`config.mk`:
```
export PLATFORM = sky130hd
export DESIGN_NAME = binary_to_decimal_ascii
export DESIGN_NICKNAME = d
export VERILOG_FILES = /design/src/rtl/btda_pkg.sv /design/src/rtl/binary_to_decimal_ascii.sv /design/src/rtl/btda_datapath.sv /design/src/rtl/btda_ctrl.sv
export SDC_FILE = /design/constraint.sdc
export NUM_CORES = 1
export LEC_CHECK = 0
export BUFFER_PORTS_ARGS = -buffer_cell sky130_fd_sc_hd__buf_2
export CAP_MARGIN = 20
export CORE_UTILIZATION = 25
export CTS_CLUSTER_SIZE = 20
export DETAILED_ROUTE_END_ITERATION = 7
export GPL_TIMING_DRIVEN = 0
export MAX_ROUTING_LAYER = met4
export PLACE_DENSITY = 0.48
export SYNTH_ARGS = -nofsm -noshare
export SYNTH_HDL_FRONTEND = slang
export SYNTH_SLANG_ARGS = --single-unit
export TNS_END_PERCENT = 20
```
`constraint.sdc`:
```
create_clock -name clock -period 2.5 [get_ports clock]
set_input_delay 0.25 -clock clock [delete_from_list [all_inputs] [get_ports clock]]
set_output_delay 0.25 -clock clock [all_outputs]
set_load 0.005 [all_outputs]
```
`src/rtl/btda_pkg.sv`:
```
// Package for the binary to decimal ASCII converter.
// Holds field widths, character codes, the controller state type and the
// command and status structs shared by the controller, datapath and top level.
`default_nettype none

package btda_pkg;

   // Fixed field widths of the channels.
   localparam int NUMBER_WIDTH = 32;
   localparam int TEXT_WIDTH   = 8;

   // Default number of low input bits that make up the value.
   localparam int VALUE_BITS_DEFAULT = 32;

   // Width of one packed decimal digit.
   localparam int DIGIT_WIDTH = 4;

   // Character codes: upper nibble of an ASCII digit, and the newline.
   localparam logic [3:0]            ASCII_DIGIT_HI = 4'h3;
   localparam logic [TEXT_WIDTH-1:0] ASCII_NEWLINE  = 8'h0A;

   // Controller states.
   typedef enum logic [2:0] {
      ST_IDLE,
      ST_CONVERT,
      ST_SKIP,
      ST_EMIT,
      ST_NEWLINE
   } btda_state_type;

   // Commands from the controller to the datapath.
   typedef struct packed {
      logic load;        // capture a new item and clear the digits
      logic dabble;      // one double dabble step
      logic shift;       // drop the top digit
      logic newline_sel; // present the newline instead of a digit
   } btda_cmd_type;

   // Status from the datapath to the controller.
   typedef struct packed {
      logic bits_last;   // the current dabble step is the final one
      logic top_zero;    // the top digit is zero
      logic one_left;    // only one digit remains
   } btda_stat_type;

endpackage

`default_nettype wire

```
`src/rtl/binary_to_decimal_ascii.sv`:
```
// Top level of the unsigned binary to decimal ASCII converter.
// Instantiates btda_ctrl and btda_datapath; depends on btda_pkg.
//
//   Channel   Ports                              Direction  Meaning
//   req       req_valid/req_stall, req_number    in         value to render
//   rsp       rsp_valid/rsp_stall, rsp_text_byte out        one character per item,
//             rsp_last_char                                 newline marked last
//
// An item is taken while idle, then the double dabble shifter converts the low
// VALUE_BITS bits (at most 32), one bit per cycle.
// Leading zeros are dropped at one digit per cycle, then the skip state hands over
// to the output; each digit and the newline go out at one per cycle unless stalled.
// Dropped zeros and digits always total the digit count (ten at 32 bits).
// Reset is synchronous and returns the controller to idle.
// A stall on the result channel holds the current character; no new item is
// taken until the newline of the current one has been delivered.
`default_nettype none

module binary_to_decimal_ascii #(
   parameter int VALUE_BITS = btda_pkg::VALUE_BITS_DEFAULT
) (
   input  wire logic                              clock,
   input  wire logic                              reset,
   input  wire logic                              req_valid,
   output logic                                   req_stall,
   input  wire logic [btda_pkg::NUMBER_WIDTH-1:0] req_number,
   output logic                                   rsp_valid,
   input  wire logic                              rsp_stall,
   output logic      [btda_pkg::TEXT_WIDTH-1:0]   rsp_text_byte,
   output logic                                   rsp_last_char
);

   btda_pkg::btda_cmd_type  cmd;
   btda_pkg::btda_stat_type stat;

   // Sequencer.
   btda_ctrl u_ctrl (
      .clock     (clock),
      .reset     (reset),
      .req_valid (req_valid),
      .req_stall (req_stall),
      .rsp_valid (rsp_valid),
      .rsp_stall (rsp_stall),
      .stat      (stat),
      .cmd       (cmd)
   );

   // Conversion registers and character selection.
   btda_datapath #(
      .VALUE_BITS (VALUE_BITS)
   ) u_datapath (
      .clock     (clock),
      .reset     (reset),
      .cmd       (cmd),
      .number    (req_number),
      .stat      (stat),
      .text_byte (rsp_text_byte)
   );

   // The newline is the only character that ends a run.
   assign rsp_last_char = cmd.newline_sel;

`ifndef ASSERT_OFF
   // No new item is taken while characters are being delivered.
   assert property (@(posedge clock) disable iff (reset)
      rsp_valid |-> req_stall)
      else $error("item taken while characters are pending");

   // The marked character is always the newline.
   assert property (@(posedge clock) disable iff (reset)
      (rsp_valid && rsp_last_char) |-> (rsp_text_byte == btda_pkg::ASCII_NEWLINE))
      else $error("last character is not a newline");

   // Every other character is a decimal digit.
   assert property (@(posedge clock) disable iff (reset)
      (rsp_valid && !rsp_last_char) |->
         (rsp_text_byte[7:4] == btda_pkg::ASCII_DIGIT_HI && rsp_text_byte[3:0] <= 4'd9))
      else $error("character is not a decimal digit");

   // Delivery of the newline returns the block to intake.
   assert property (@(posedge clock) disable iff (reset)
      (rsp_valid && !rsp_stall && rsp_last_char) |=> (!rsp_valid && !req_stall))
      else $error("block did not return to idle after the newline");

   // An accepted item is first converted before any character appears.
   assert property (@(posedge clock) disable iff (reset)
      (req_valid && !req_stall) |=> !rsp_valid)
      else $error("character shown before conversion");
`endif

endmodule

`default_nettype wire

```
`src/rtl/btda_datapath.sv`:
```
// Datapath of the binary to decimal ASCII converter: bit-serial double
// dabble into packed decimal digits, then digit-by-digit read-out.
// Depends on btda_pkg for widths, character codes and the command structs.
`default_nettype none

module btda_datapath #(
   parameter int VALUE_BITS = btda_pkg::VALUE_BITS_DEFAULT
) (
   input  wire logic                             clock,
   input  wire logic                             reset,
   input  wire btda_pkg::btda_cmd_type           cmd,
   input  wire logic [btda_pkg::NUMBER_WIDTH-1:0] number,
   output btda_pkg::btda_stat_type               stat,
   output logic      [btda_pkg::TEXT_WIDTH-1:0]   text_byte
);

   // Bits of the input that are converted; bits above the field are ignored.
   localparam int EFF_BITS = (VALUE_BITS < btda_pkg::NUMBER_WIDTH) ?
                             VALUE_BITS : btda_pkg::NUMBER_WIDTH;
   // Decimal digits needed for the largest value: floor(bits * log10(2)) + 1.
   localparam int DIGITS    = ((EFF_BITS * 1233) >> 12) + 1;
   localparam int DW        = btda_pkg::DIGIT_WIDTH;
   localparam int BCD_W     = DW * DIGITS;
   localparam int BIT_CNT_W = $clog2(EFF_BITS + 1);
   localparam int DIG_CNT_W = $clog2(DIGITS + 1);

   logic [EFF_BITS-1:0]  bin_ff,     bin_in;
   logic [BCD_W-1:0]     bcd_ff,     bcd_in;
   logic [BIT_CNT_W-1:0] bit_cnt_ff, bit_cnt_in;
   logic [DIG_CNT_W-1:0] dig_cnt_ff, dig_cnt_in;
   logic [BCD_W-1:0]     bcd_adj;
   logic [DW-1:0]        top_digit;

   // Add three to every digit of five or more before the shift.
   always_comb begin
      for (int i = 0; i < DIGITS; i++) begin
         if (bcd_ff[DW*i +: DW] >= DW'(5)) begin
            bcd_adj[DW*i +: DW] = bcd_ff[DW*i +: DW] + DW'(3);
         end else begin
            bcd_adj[DW*i +: DW] = bcd_ff[DW*i +: DW];
         end
      end
   end

   // Next values of the conversion registers and counters.
   always_comb begin
      bin_in     = bin_ff;
      bcd_in     = bcd_ff;
      bit_cnt_in = bit_cnt_ff;
      dig_cnt_in = dig_cnt_ff;
      if (cmd.load) begin
         bin_in     = number[EFF_BITS-1:0];
         bcd_in     = '0;
         bit_cnt_in = BIT_CNT_W'(EFF_BITS);
         dig_cnt_in = DIG_CNT_W'(DIGITS);
      end else if (cmd.dabble) begin
         bcd_in     = {bcd_adj[BCD_W-2:0], bin_ff[EFF_BITS-1]};
         bin_in     = {bin_ff[EFF_BITS-2:0], 1'b0};
         bit_cnt_in = bit_cnt_ff - BIT_CNT_W'(1);
      end else if (cmd.shift) begin
         bcd_in     = {bcd_ff[BCD_W-DW-1:0], {DW{1'b0}}};
         dig_cnt_in = dig_cnt_ff - DIG_CNT_W'(1);
      end
   end

   // Counters are control state; the value registers need no reset.
   always_ff @(posedge clock) begin
      if (reset) begin
         bit_cnt_ff <= '0;
         dig_cnt_ff <= '0;
      end else begin
         bit_cnt_ff <= bit_cnt_in;
         dig_cnt_ff <= dig_cnt_in;
      end
   end

   always_ff @(posedge clock) begin
      bin_ff <= bin_in;
      bcd_ff <= bcd_in;
   end

   // Status for the controller and the character on the result channel.
   assign top_digit     = bcd_ff[BCD_W-1 -: DW];
   assign stat.bits_last = (bit_cnt_ff == BIT_CNT_W'(1));
   assign stat.top_zero  = (top_digit == '0);
   assign stat.one_left  = (dig_cnt_ff == DIG_CNT_W'(1));
   assign text_byte     = cmd.newline_sel ? btda_pkg::ASCII_NEWLINE :
                          {btda_pkg::ASCII_DIGIT_HI, top_digit};

endmodule

`default_nettype wire

```
`src/rtl/btda_ctrl.sv`:
```
// Controller of the binary to decimal ASCII converter: sequences intake,
// conversion, leading-zero removal and the output of each character.
// Depends on btda_pkg for the state type and the command and status structs.
`default_nettype none

module btda_ctrl (
   input  wire logic                    clock,
   input  wire logic                    reset,
   input  wire logic                    req_valid,
   output logic                         req_stall,
   output logic                         rsp_valid,
   input  wire logic                    rsp_stall,
   input  wire btda_pkg::btda_stat_type stat,
   output btda_pkg::btda_cmd_type       cmd
);

   btda_pkg::btda_state_type state_ff, state_in;

   // Next state.
   always_comb begin
      state_in = state_ff;
      case (state_ff)
         btda_pkg::ST_IDLE: begin
            if (req_valid) begin
               state_in = btda_pkg::ST_CONVERT;
            end
         end
         btda_pkg::ST_CONVERT: begin
            if (stat.bits_last) begin
               state_in = btda_pkg::ST_SKIP;
            end
         end
         btda_pkg::ST_SKIP: begin
            if (!stat.top_zero || stat.one_left) begin
               state_in = btda_pkg::ST_EMIT;
            end
         end
         btda_pkg::ST_EMIT: begin
            if (!rsp_stall && stat.one_left) begin
               state_in = btda_pkg::ST_NEWLINE;
            end
         end
         btda_pkg::ST_NEWLINE: begin
            if (!rsp_stall) begin
               state_in = btda_pkg::ST_IDLE;
            end
         end
         default: begin
            state_in = btda_pkg::ST_IDLE;
         end
      endcase
   end

   // Outputs and datapath commands for each state.
   always_comb begin
      req_stall       = 1'b1;
      rsp_valid       = 1'b0;
      cmd.load        = 1'b0;
      cmd.dabble      = 1'b0;
      cmd.shift       = 1'b0;
      cmd.newline_sel = 1'b0;
      case (state_ff)
         btda_pkg::ST_IDLE: begin
            req_stall = 1'b0;
            cmd.load  = req_valid;
         end
         btda_pkg::ST_CONVERT: begin
            cmd.dabble = 1'b1;
         end
         btda_pkg::ST_SKIP: begin
            cmd.shift = stat.top_zero && !stat.one_left;
         end
         btda_pkg::ST_EMIT: begin
            rsp_valid = 1'b1;
            cmd.shift = !rsp_stall;
         end
         btda_pkg::ST_NEWLINE: begin
            rsp_valid       = 1'b1;
            cmd.newline_sel = 1'b1;
         end
         default: begin
            req_stall = 1'b1;
         end
      endcase
   end

   always_ff @(posedge clock) begin
      if (reset) begin
         state_ff <= btda_pkg::ST_IDLE;
      end else begin
         state_ff <= state_in;
      end
   end

endmodule

`default_nettype wire

```
==> metrics.txt, run 1 <==
status=finished, final reports clean; Ant. Diodes=0; Worst-Skew Late Latency=340 ps; Least-Margin Pin Slew=980 ps; post-synthesis register bit count=85; routed len/inst=14.0 µm; vias after detailed routing=3843; total grt overflow=0; Die Span Y=137 µm; Stages on worst setup path=5; worst hold path class=in2reg; RSZ-0062 raised after global routing=false; post-CTS setup buffer count=0; CTS sink cnt=85; Most used DFF post-synth=dfxtp_1; Post-DP HPWL=a little under 8 mm; Max VDD drop=0.000389 V; WP data required=2780 ps; Final WS setup=113 ps; Non-Filler Instances=822; top cell type's share of synthesized area=0.234; total negative slack=0 ps; max-cap viol count=0; cell area after synthesis=4530 µm²; Peak Freq=about 0.42 GHz; period utilization=0.955; Avg Cell Area, Syn=8.47 µm²; Post-synth ARST share=0; Nets=653; min Tclk post-route=2390 ps; top cells by area, synth=dfxtp_1 (23%), edfxtp_1 (21%), nand2_1 (12%); Yosys cell types=39; Leak=2.10 nW; Buf/Inv on CP=0; WP data arrival=2670 ps; DRT Pass-1 Iters=5; maximum buffer depth of the clock tree=2; critical path's slowest cell=nor3_2; WHS Path Cells=3; fin. max-slew vios=0; Power, Total=3.31 mW; Row Count=48; CTS Buf Count=9; post-DR vias/cell=about 4.7; reg2reg path depth=5; synth-to-layout area growth=18.1%; Post-DRT Antenna Nets=0; Die Wd=137 µm; Setup WS pre-CTS=-340 ps; CTS clock-pin slew for the worst setup and hold paths=60 ps; WS Path Type=reg2reg; family with the most delay on the worst path=simple AND/OR/NAND/NOR gates; CP Launch Type=flop; initial antenna violation count=0; Core Area=17500 µm²; placed instance count=807; Post-synth EDFFs=32; post-synth top area cell=dfxtp_1; worst path cell trace=ha_1, nor3b_1, nor3b_2, nor3_2, a221o_1; RD Place Congestion=0.755; Hold Slack=about 170 ps; GRT Util Overall=0.137; pwr dens=618 nW/µm²; count of final setup violators=0; Max stage delay on crit path=810 ps; IO Port Bufs=44; Setup Skew=3.69 ps; Starting DRT DRC Count=201; crit-path max FO=9; WL final=roughly 11 mm; Root Driver=clkbuf_16; final hold vios=0; IO Pins=47; Synth Warn #=0; Max H-tree Level=3; ratio of cells with drive above 1 in the final layout=0.134; vias in the first global route=3698; TritonCTS clock tree=yes; CTS Hold Bufs=0; global-route wire length before repair=between 15 and 20 mm; layout filler cell count=between 1.5k and 2k; Die ar.=18700 µm²; Critical Path Sink Type=flop; Syn Inst Count=535; Seq/Total Area, Yosys=0.446; Sequential Area=roughly 2000 µm²; DRC=0; largest net degree at the start of global routing=21; initial core utilization=0.259; Slew HR=0.343; multi-input logic area=2300 µm²
## worst reg2reg max path, cell delays in order, from the launching register on
cell and delay [ps]:
dfxtp_1 380, ha_1 160, nor3b_1 550, nor3b_2 140, nor3_2 810, a221o_1 280
## flip-flops by register name (all words and copies together) (netlist names)
name	cells
u_datapath.bcd_ff	40
u_datapath.bin_ff	32
u_datapath.bit_cnt_ff	6
u_datapath.dig_cnt_ff	4
u_ctrl.state_ff	3
## repair_timing
action / in CTS / in global routing
setup endpoints to repair: 32 / 38
hold endpoints to repair: 0 / 0
gates resized for setup: 2 / 2
## cells by family after synthesis
kind of cell | synth area share
other | 0.000828
AND/OR/NAND/NOR | 0.239
adder cells (fa/ha/maj) | 0.0690
XOR/XNOR | 0.0348
flip-flops | 0.446
AO/OA/AOI/OAI | 0.160
buffers and inverters | 0.0497
## through the flow
step                      instance area [µm²]  utilization
after global routing                     5350        0.306
after global placement                   5040        0.288
final                                    5350        0.306
after floorplan                          4530            -
after CTS                                5350        0.306
after detailed placement                 5080        0.290
## report_power, final
group          internal, mW  switching (mW)
clock                 0.665           0.572
sequential             1.58          0.0489
combinational         0.150           0.289
total                  2.40           0.910
## Yosys cell counts (all sizes together) (2+ instances only)
library cell / instances
a211oi: 11
a21oi: 26
a221o: 9
a221oi: 11
a222oi: 9
a22oi: 3
a31oi: 8
and2: 6
buf: 12
clkbuf: 15
dfxtp: 53
edfxtp: 32
ha: 25
inv: 27
nand2: 141
nand2b: 21
nand3: 3
nor2: 42
nor2b: 9
nor3: 8
nor3b: 4
nor4: 3
o21ai: 27
or3: 2
xnor2: 14
xor2: 4
## placed cells by master, fill, tap and decap left out, drive strengths merged, types with 4 or more instances in the layout
cell	Yosys	layout
a211oi	11	11
a21oi	26	26
a221o	9	9
a221oi	11	11
a222oi	9	9
a31oi	8	8
and2	6	6
buf	12	58
clkbuf	15	23
clkinv	0	4
dfxtp	53	53
edfxtp	32	32
ha	25	25
inv	27	27
nand2	141	141
nand2b	21	21
nor2	42	42
nor2b	9	9
nor3	8	8
nor3b	4	4
o21ai	27	27
xnor2	14	14
xor2	4	4
## layer usage
metal / track usage / wire length (µm)
met1: 0.174 / 5710
met2: 0.211 / 5190
met3: 0.0407 / 475
met4: 0.0358 / 127
met5: - / 0
## final cells by class
cell class	instances	share of cell area
Timing Repair Buffer	46	0.0477
Clock inverter	7	0.00795
Multi-Input combinational cell	397	0.430
Buffer	26	0.0227
Tap cell	225	0.0526
Clock buffer	9	0.0421
Sequential cell	85	0.378
Inverter	27	0.0189
## worst paths after layout
path | from | endpoint | slack [ps]
worst max register to register | u_datapath.dig_cnt_ff[0]$_SDFFE_PP0P_ | u_datapath.bcd_ff[10]$_SDFFE_PP0P_ | 110
worst min-delay path | req_number[17] | u_datapath.bin_ff[17]$_DFFE_PP_ | 170
worst max-delay path | u_datapath.dig_cnt_ff[0]$_SDFFE_PP0P_ | u_datapath.bcd_ff[10]$_SDFFE_PP0P_ | 110
worst min register to register | u_datapath.bin_ff[31]$_DFFE_PP_ | u_datapath.bcd_ff[0]$_SDFFE_PP0P_ | 480
Power figures use the tool's default switching activity.
==> run 2: changes to the inputs <==
--- a/config.mk
+++ b/config.mk
@@ -5,6 +5,7 @@
 export SDC_FILE = /design/constraint.sdc
 export NUM_CORES = 1
 export LEC_CHECK = 0
+export ABC_AREA = 1
 export BUFFER_PORTS_ARGS = -buffer_cell sky130_fd_sc_hd__buf_2
 export CAP_MARGIN = 20
 export CORE_UTILIZATION = 25
@@ -15,5 +16,6 @@
 export PLACE_DENSITY = 0.48
 export SYNTH_ARGS = -nofsm -noshare
 export SYNTH_HDL_FRONTEND = slang
+export SYNTH_HIERARCHICAL = 1
 export SYNTH_SLANG_ARGS = --single-unit
 export TNS_END_PERCENT = 20
==> metrics.txt, run 2 <==
top cells by area, synth=dfxtp_1 (21%), nand2_1 (20%), edfxtp_1 (19%); Power, Total=5.83 mW (+76%); final instance area=6000 µm² (+12%); Slew HR=0.491 (+0.149); Non-Filler Instances=1076 (+31%); Most used DFF post-synth=dfxtp_1; initial antenna violation count=0 (unchanged); R2R Setup Slk=280 ps (+160 ps); period utilization=0.890 (-0.0649); post-synthesis register bit count=85 (unchanged); DRT Pass-1 Iters=4 (-1); initial core utilization=0.254 (-0.00508); post-synth top area cell=dfxtp_1; Least-Margin Pin Slew=755 ps (-225 ps); CTS clock-pin slew for the worst setup and hold paths=70 ps (about the same); Max H-tree Level=3 (unchanged); switching power of the nets=2.37 mW (+160%); Int Power=3.46 mW (+45%); Post-synth ARST share=0 (unchanged); DRC=0 (unchanged); reg-to-reg startpoint=u_ctrl/state_ff[2]$_SDFFE_PP0P_; WS Path Type=reg2reg; sequential power share=0.375 (-0.118); ratio of cells with drive above 1 in the final layout=0.159 (+0.0248); GRT Util Overall=0.121 (-0.0163); Post-synth EDFFs=32 (unchanged); vias after detailed routing=4571 (+19%); CP Launch Type=flop; Synth top cells by count=nand2_1 (269), inv_1 (76), nand3_1 (60); Avg Cell Area, Syn=6.89 µm² (-19%); Setup WS pre-CTS=-235 ps (+105 ps); worst hold path class=in2reg; layout filler cell count=2239 (+21%); largest net degree at the start of global routing=18 (-14%); routed len/inst=11.0 µm (-21%); RD Place Congestion=0.796 (+5.4%); Post-DP HPWL=8.38 mm (+8.7%); Root Driver=clkbuf_16; Comb power frac=0.407 (+0.274); max FFs per register=40 (unchanged); CTS sink cnt=85 (unchanged); Seq/Total Area, Yosys=0.394 (-0.0519); Most flops, register=u_datapath/bcd_ff; status=finished, final reports clean; total negative slack=0 ps (unchanged); Final WS setup=275 ps (+162 ps); WP data arrival=2280 ps (-390 ps); Syn Inst Count=744 (+39%); TritonCTS clock tree=yes; Die ar.=21100 µm² (+13%); crit-path max FO=17 (+8); Worst-Skew Late Latency=340 ps (about the same); xor-xnor portion of the synthesized cell area=0.00171 (-0.0331); cell area after synthesis=5130 µm² (+13%); commonest non-fill, non-tap cell in the layout=nand2_1; global-route wire length before repair=20.4 mm (+8.3%); crit path from=u_ctrl/state_ff[2]$_SDFFE_PP0P_; Setup Skew=7.83 ps (+4.15 ps); Hold Slack=122 ps (-43.6 ps); most frequent cell after synthesis=nand2_1; reg-to-reg endpoint=u_datapath/bin_ff[30]$_DFFE_PP_; vias in the first global route=4274 (+16%); dpl cell area=5720 µm² (+13%); Leak=2.68 nW (+27%); final hold vios=0 (unchanged); total grt overflow=0 (unchanged); count of final setup violators=0 (unchanged); WP data required=2550 ps (-230 ps); synth-to-layout area growth=17.1%; fin. max-slew vios=0 (unchanged); commonest cells after routing, fill and taps aside=nand2_1 (268), inv_1 (76), nand3_1 (60), nor2_1 (53), dfxtp_1 (53); net switching fraction of the power=0.406 (+0.131); Starting DRT DRC Count=237 (+18%); post-DR vias/cell=4.25 (-9.1%); Clock power frac=0.218 (-0.156); Hold Crit Start=reset; pwr dens=972 nW/µm² (+57%); max-cap viol count=0 (unchanged); RSZ-0062 raised after global routing=false; Row Count=52 (+8.3%); Nets=861 (+32%); Post-DRT Antenna Nets=0 (unchanged); post-synthesis compound-gate area fraction=0.0989 (-0.0610); IO Port Bufs=44 (unchanged); Post-Synth Adder-Cell Area=0.0586 (-0.0105); Peak Freq=0.449 GHz (+7.3%); largest family of logic cells by synthesized area=simple AND/OR/NAND/NOR gates; WHS Path Cells=2 (-1); Critical Path Sink Type=flop; post-synthesis mux area share=0 (unchanged); min Tclk post-route=2220 ps (-162 ps); Synth Warn #=6 (+6); Core Area=20200 µm² (+15%); Ant. Diodes=0 (unchanged); Die Wd=145 µm (+6.3%); CTS Buf Count=9 (unchanged); Max VDD drop=0.000514 V (+32%); Yosys cell types=30 (-23%); reg2reg path depth=7 (+2); largest registers=u_datapath/bcd_ff: 40 flops, u_datapath/bin_ff: 32 flops, u_datapath/bit_cnt_ff: 6 flops; top cell type's share of synthesized area=0.207 (-0.0272); WL final=11.8 mm (+3.0%); IO Pins=47 (unchanged); simple-gate portion of the synthesized area=0.332 (+0.0930); maximum buffer depth of the clock tree=2 (unchanged); CTS Hold Bufs=0 (unchanged); Layout Utilization=0.298 (-0.00868); Die Span Y=145 µm (+6.3%); hold endpoint=u_ctrl/state_ff[0]$_SDFFE_PP0P_; placed instance count=1060 (+31%)
==> run 2: changes by cell type after synthesis, sizes merged, moves of 10 or more <==
cell,previous run,this run
nand2,141,270
inv,27,105
nand3,3,60
nand4,0,23
nand2b,21,0
nor2,42,56
o21ai,27,41
xnor2,14,0
a221oi,11,0
a211oi,11,1
==> run 2: critical path: stages (launching register included) <==
cell and delay, ps:
dfxtp_1 370, nor2_2 220, nand2_1 90, nor2_1 200, clkinv_1 280, clkbuf_2 290
nand2_4 270, buf_16 200
==> run 2: layer usage <==
metal	wire length, µm	track usage	share of wire
met5	0	-	0
met4	32	0.0300	0.0027
met3	294	0.0255	0.025
met2	5460	0.194	0.46
met1	6060	0.154	0.51
==> run 2: worst max path at each step <==
| stage | endpoint | slack (ps) | cells past startpoint |
|---|---|---|---|
| final | u_datapath/bin_ff[30]$_DFFE_PP_ | 280 | 7 |
| after global placement | u_datapath/bin_ff[2]$_DFFE_PP_ | -520 | 6 |
| after detailed placement | u_datapath/bin_ff[2]$_DFFE_PP_ | -230 | 7 |
| after floorplan | u_datapath/bin_ff[0]$_SDFFCE_PN0P_ | 240 | 6 |
| after global routing | u_datapath/bin_ff[30]$_DFFE_PP_ | 50 | 7 |
| after CTS | u_datapath/bin_ff[3]$_DFFE_PP_ | 0.8 | 7 |
==> run 2: power by group through the flow <==
| stage | registers [mW] | clock network (mW) | logic, mW |
|---|---|---|---|
| after floorplan | 2.18 | 0 | 1.65 |
| after global placement | 2.23 | 0 | 2.33 |
| after detailed placement | 2.22 | 0 | 2.40 |
| after CTS | 2.20 | 1.34 | 2.41 |
| after global routing | 2.24 | 1.37 | 2.70 |
| final | 2.19 | 1.27 | 2.37 |
==> run 2: kinds of logic after synthesis <==
group | after synthesis
adders and majority gates | 24
AOI/OAI and AO/OA | 87
buffers and inverters | 134
xor gates and xnor gates | 1
and+or+nand+nor | 412
DFF | 85
other | 1
==> run 2: what timing repair did <==
item | in CTS | in global routing
buffers inserted | 0 | 0
gates resized for setup | 1 | 3
setup endpoints to repair | 32 | 32
==> run 2: final cells by class <==
cell class / instances / area, µm² / share of cell area
buffer: 27 / 179 / 0.0298
clock buffer: 11 / 233 / 0.0388
clock inverter: 5 / 43.8 / 0.00730
inverter: 107 / 403 / 0.0671
multi-input combinational: 526 / 2530 / 0.422
sequential: 85 / 2020 / 0.337
tap: 270 / 338 / 0.0563
timing repair buffer: 45 / 248 / 0.0413
==> run 3: changes to the inputs <==
--- a/config.mk
+++ b/config.mk
@@ -5,7 +5,6 @@
 export SDC_FILE = /design/constraint.sdc
 export NUM_CORES = 1
 export LEC_CHECK = 0
-export ABC_AREA = 1
 export BUFFER_PORTS_ARGS = -buffer_cell sky130_fd_sc_hd__buf_2
 export CAP_MARGIN = 20
 export CORE_UTILIZATION = 25
@@ -14,6 +13,7 @@
 export GPL_TIMING_DRIVEN = 0
 export MAX_ROUTING_LAYER = met4
 export PLACE_DENSITY = 0.48
+export RECOVER_POWER = 25
 export SYNTH_ARGS = -nofsm -noshare
 export SYNTH_HDL_FRONTEND = slang
 export SYNTH_HIERARCHICAL = 1
==> metrics.txt, run 3 <==
Row Count=49 (-5.8%); Leak=2.04 nW (-24%); Synth Warn #=6 (unchanged); commonest cells after routing, fill and taps aside=dfxtp_1 (53), buf_2 (48), mux2_2 (38), nand2_1 (38), a21oi_1 (37); Setup WS pre-CTS=-723 ps (-489 ps); maximum buffer depth of the clock tree=2 (unchanged); vias in the first global route=3751 (-12%); routed len/inst=15.5 µm (+41%); min Tclk post-route=2310 ps (+86.5 ps); Power, Total=4.52 mW (-23%); Peak Freq=0.433 GHz (-3.7%); most frequent cell after synthesis=dfxtp_1; count of final setup violators=0 (unchanged); Critical Path Sink Type=flop; Post-DP HPWL=8.17 mm (-2.6%); WL final=12.0 mm (+1.7%); worst hold path class=in2reg; dpl cell area=5240 µm² (-8.3%); Die Span Y=140 µm (-3.9%); TritonCTS clock tree=yes; largest net degree at the start of global routing=42 (+24); Final WS setup=189 ps (-86.5 ps); DRC=0 (unchanged); Die ar.=19500 µm² (-7.6%); Post-synth EDFFs=32 (unchanged); vias after detailed routing=3756 (-18%); Ant. Diodes=0 (unchanged); period utilization=0.924 (+0.0346); RD Place Congestion=0.826 (+3.7%); initial antenna violation count=0 (unchanged); total grt overflow=0 (unchanged); Starting DRT DRC Count=245 (+3.4%); Buf/Inv on CP=2 (-1); post-synthesis register bit count=85 (unchanged); placed instance count=757 (-29%); ratio of cells with drive above 1 in the final layout=0.232 (+0.0734); CP Launch Type=flop; Most used DFF post-synth=dfxtp_1; max FFs per register=40 (unchanged); global-route wire length before repair=19.6 mm (-3.6%); commonest non-fill, non-tap cell in the layout=dfxtp_1; fin. max-slew vios=0 (unchanged); WP data arrival=2520 ps (+240 ps); Non-Filler Instances=776 (-28%); cell area after synthesis=4730 µm² (-7.7%); GRT Util Overall=0.133 (+0.0122); Least-Margin Pin Slew=729 ps (-25.6 ps); WP data required=2710 ps (+160 ps); Die Wd=140 µm (-3.9%); CTS clock-pin slew for the worst setup and hold paths=60 ps (about the same); Max stage delay on crit path=370 ps (about the same); crit-path max FO=4 (-13); initial core utilization=0.259 (+0.00492); synth-to-layout area growth=19.1%; max-cap viol count=0 (unchanged); WS Path Type=reg2reg; Critical Path Most Common Cell=a21oi_1; worst path cell trace=inv_1, ha_1, nor3b_1, nor2_1, a21oi_1, nor3b_4, clkbuf_4, nand2b_1, nor4_2, xnor2_1, a21oi_1; post-synth top area cell=dfxtp_1; largest registers=u_datapath/bcd_ff: 40 flops, u_datapath/bin_ff: 32 flops, u_datapath/bit_cnt_ff: 6 flops; family with the most delay on the worst path=simple AND/OR/NAND/NOR gates; IO Pins=47 (unchanged); Slew HR=0.514 (+0.0224); Synth top cells by count=dfxtp_1 (53), mux2_2 (38), nand2_1 (38); Post-DRT Antenna Nets=0 (unchanged); Nets=602 (-30%); RSZ-0062 raised after global routing=true; critical path's slowest cell=dfxtp_1; IO Port Bufs=44 (unchanged); Root Driver=clkbuf_16; final hold vios=0 (unchanged); Max H-tree Level=3 (unchanged); post-DR vias/cell=4.84 (+14%); Seq/Total Area, Yosys=0.427 (+0.0327); Most flops, register=u_datapath/bcd_ff; CTS Buf Count=9 (unchanged); pwr dens=802 nW/µm² (-18%); final instance area=5640 µm² (-6.1%); top cells by area, synth=dfxtp_1 (22%), edfxtp_1 (20%), mux2_2 (9.0%); status=finished, final reports clean; Avg Cell Area, Syn=9.80 µm² (+42%); DRT Pass-1 Iters=4 (unchanged); Syn Inst Count=483 (-35%); Worst-Skew Late Latency=340 ps (about the same); Yosys cell types=42 (+40%); Post-synth ARST share=0 (unchanged); CTS sink cnt=85 (unchanged); Setup Skew=8.74 ps (+0.908 ps); Core Area=18300 µm² (-9.4%); top cell type's share of synthesized area=0.224 (+0.0172); Max VDD drop=0.000319 V (-38%); total negative slack=0 ps (unchanged)
## run 3: timing repair
item / CTS / global route
gates resized for setup: 9 / 7
hold buffers: 0 / 0
setup buffers: 2 / 1
setup endpoints to repair: 96 / 50
pin swaps: 1 / 1
## run 3: per-layer routing
layer  part of all wire  up-vias  GRT usage
li1                   -     1885          -
met1               0.48     1790      0.169
met2               0.47       75      0.211
met3              0.047        6     0.0323
met4             0.0082        0     0.0341
met5                  0        -          -
## run 3: worst paths after layout
path	startpoint	endpoint	slack, ps	cells after the start
hold reg to reg	u_datapath/bin_ff[31]$_DFFE_PP_	u_datapath/bcd_ff[0]$_SDFFE_PP0P_	490	2
hold / removal	reset	u_datapath/dig_cnt_ff[1]$_SDFFE_PP0P_	130	2
setup reg to reg	u_datapath/dig_cnt_ff[1]$_SDFFE_PP0P_	u_datapath/dig_cnt_ff[3]$_SDFFE_PP0P_	190	11
setup / recovery	u_datapath/dig_cnt_ff[1]$_SDFFE_PP0P_	u_datapath/dig_cnt_ff[3]$_SDFFE_PP0P_	190	11
## run 3: per-stage QoR
stage          hold WS, ps   util
2_1_floorplan          319      -
3_3_place_gp           481  0.287
3_5_place_dp           482  0.287
4_1_cts                127  0.307
5_1_grt                141  0.309
6_report               132  0.309
## run 3: cell type report
type / count / area (µm²)
clock buffers: 12 / 272
flip-flops and latches: 85 / 2020
multi-input cells: 342 / 2490
well taps: 229 / 287
plain buffers: 29 / 175
repair buffers: 47 / 236
clock inverters: 4 / 52.6
fillers: 1902 / 12600
inverters: 28 / 105
## run 3: cells by family (layout without fill, tap and decap cells)
logic type	after synthesis	in the layout	synth area share
AO/OA/AOI/OAI	109	109	0.144
other	1	2	0.000792
multiplexers	50	50	0.116
flip-flops	85	85	0.427
XOR/XNOR	8	8	0.0148
buffers and inverters	57	120	0.0537
adder cells (fa/ha/maj)	24	24	0.0634
AND/OR/NAND/NOR	149	149	0.180
## run 3: where the power goes
group,switching [mW],internal [mW]
Clock,0.574,0.876
Sequential,0.250,1.72
Combinational,0.599,0.497
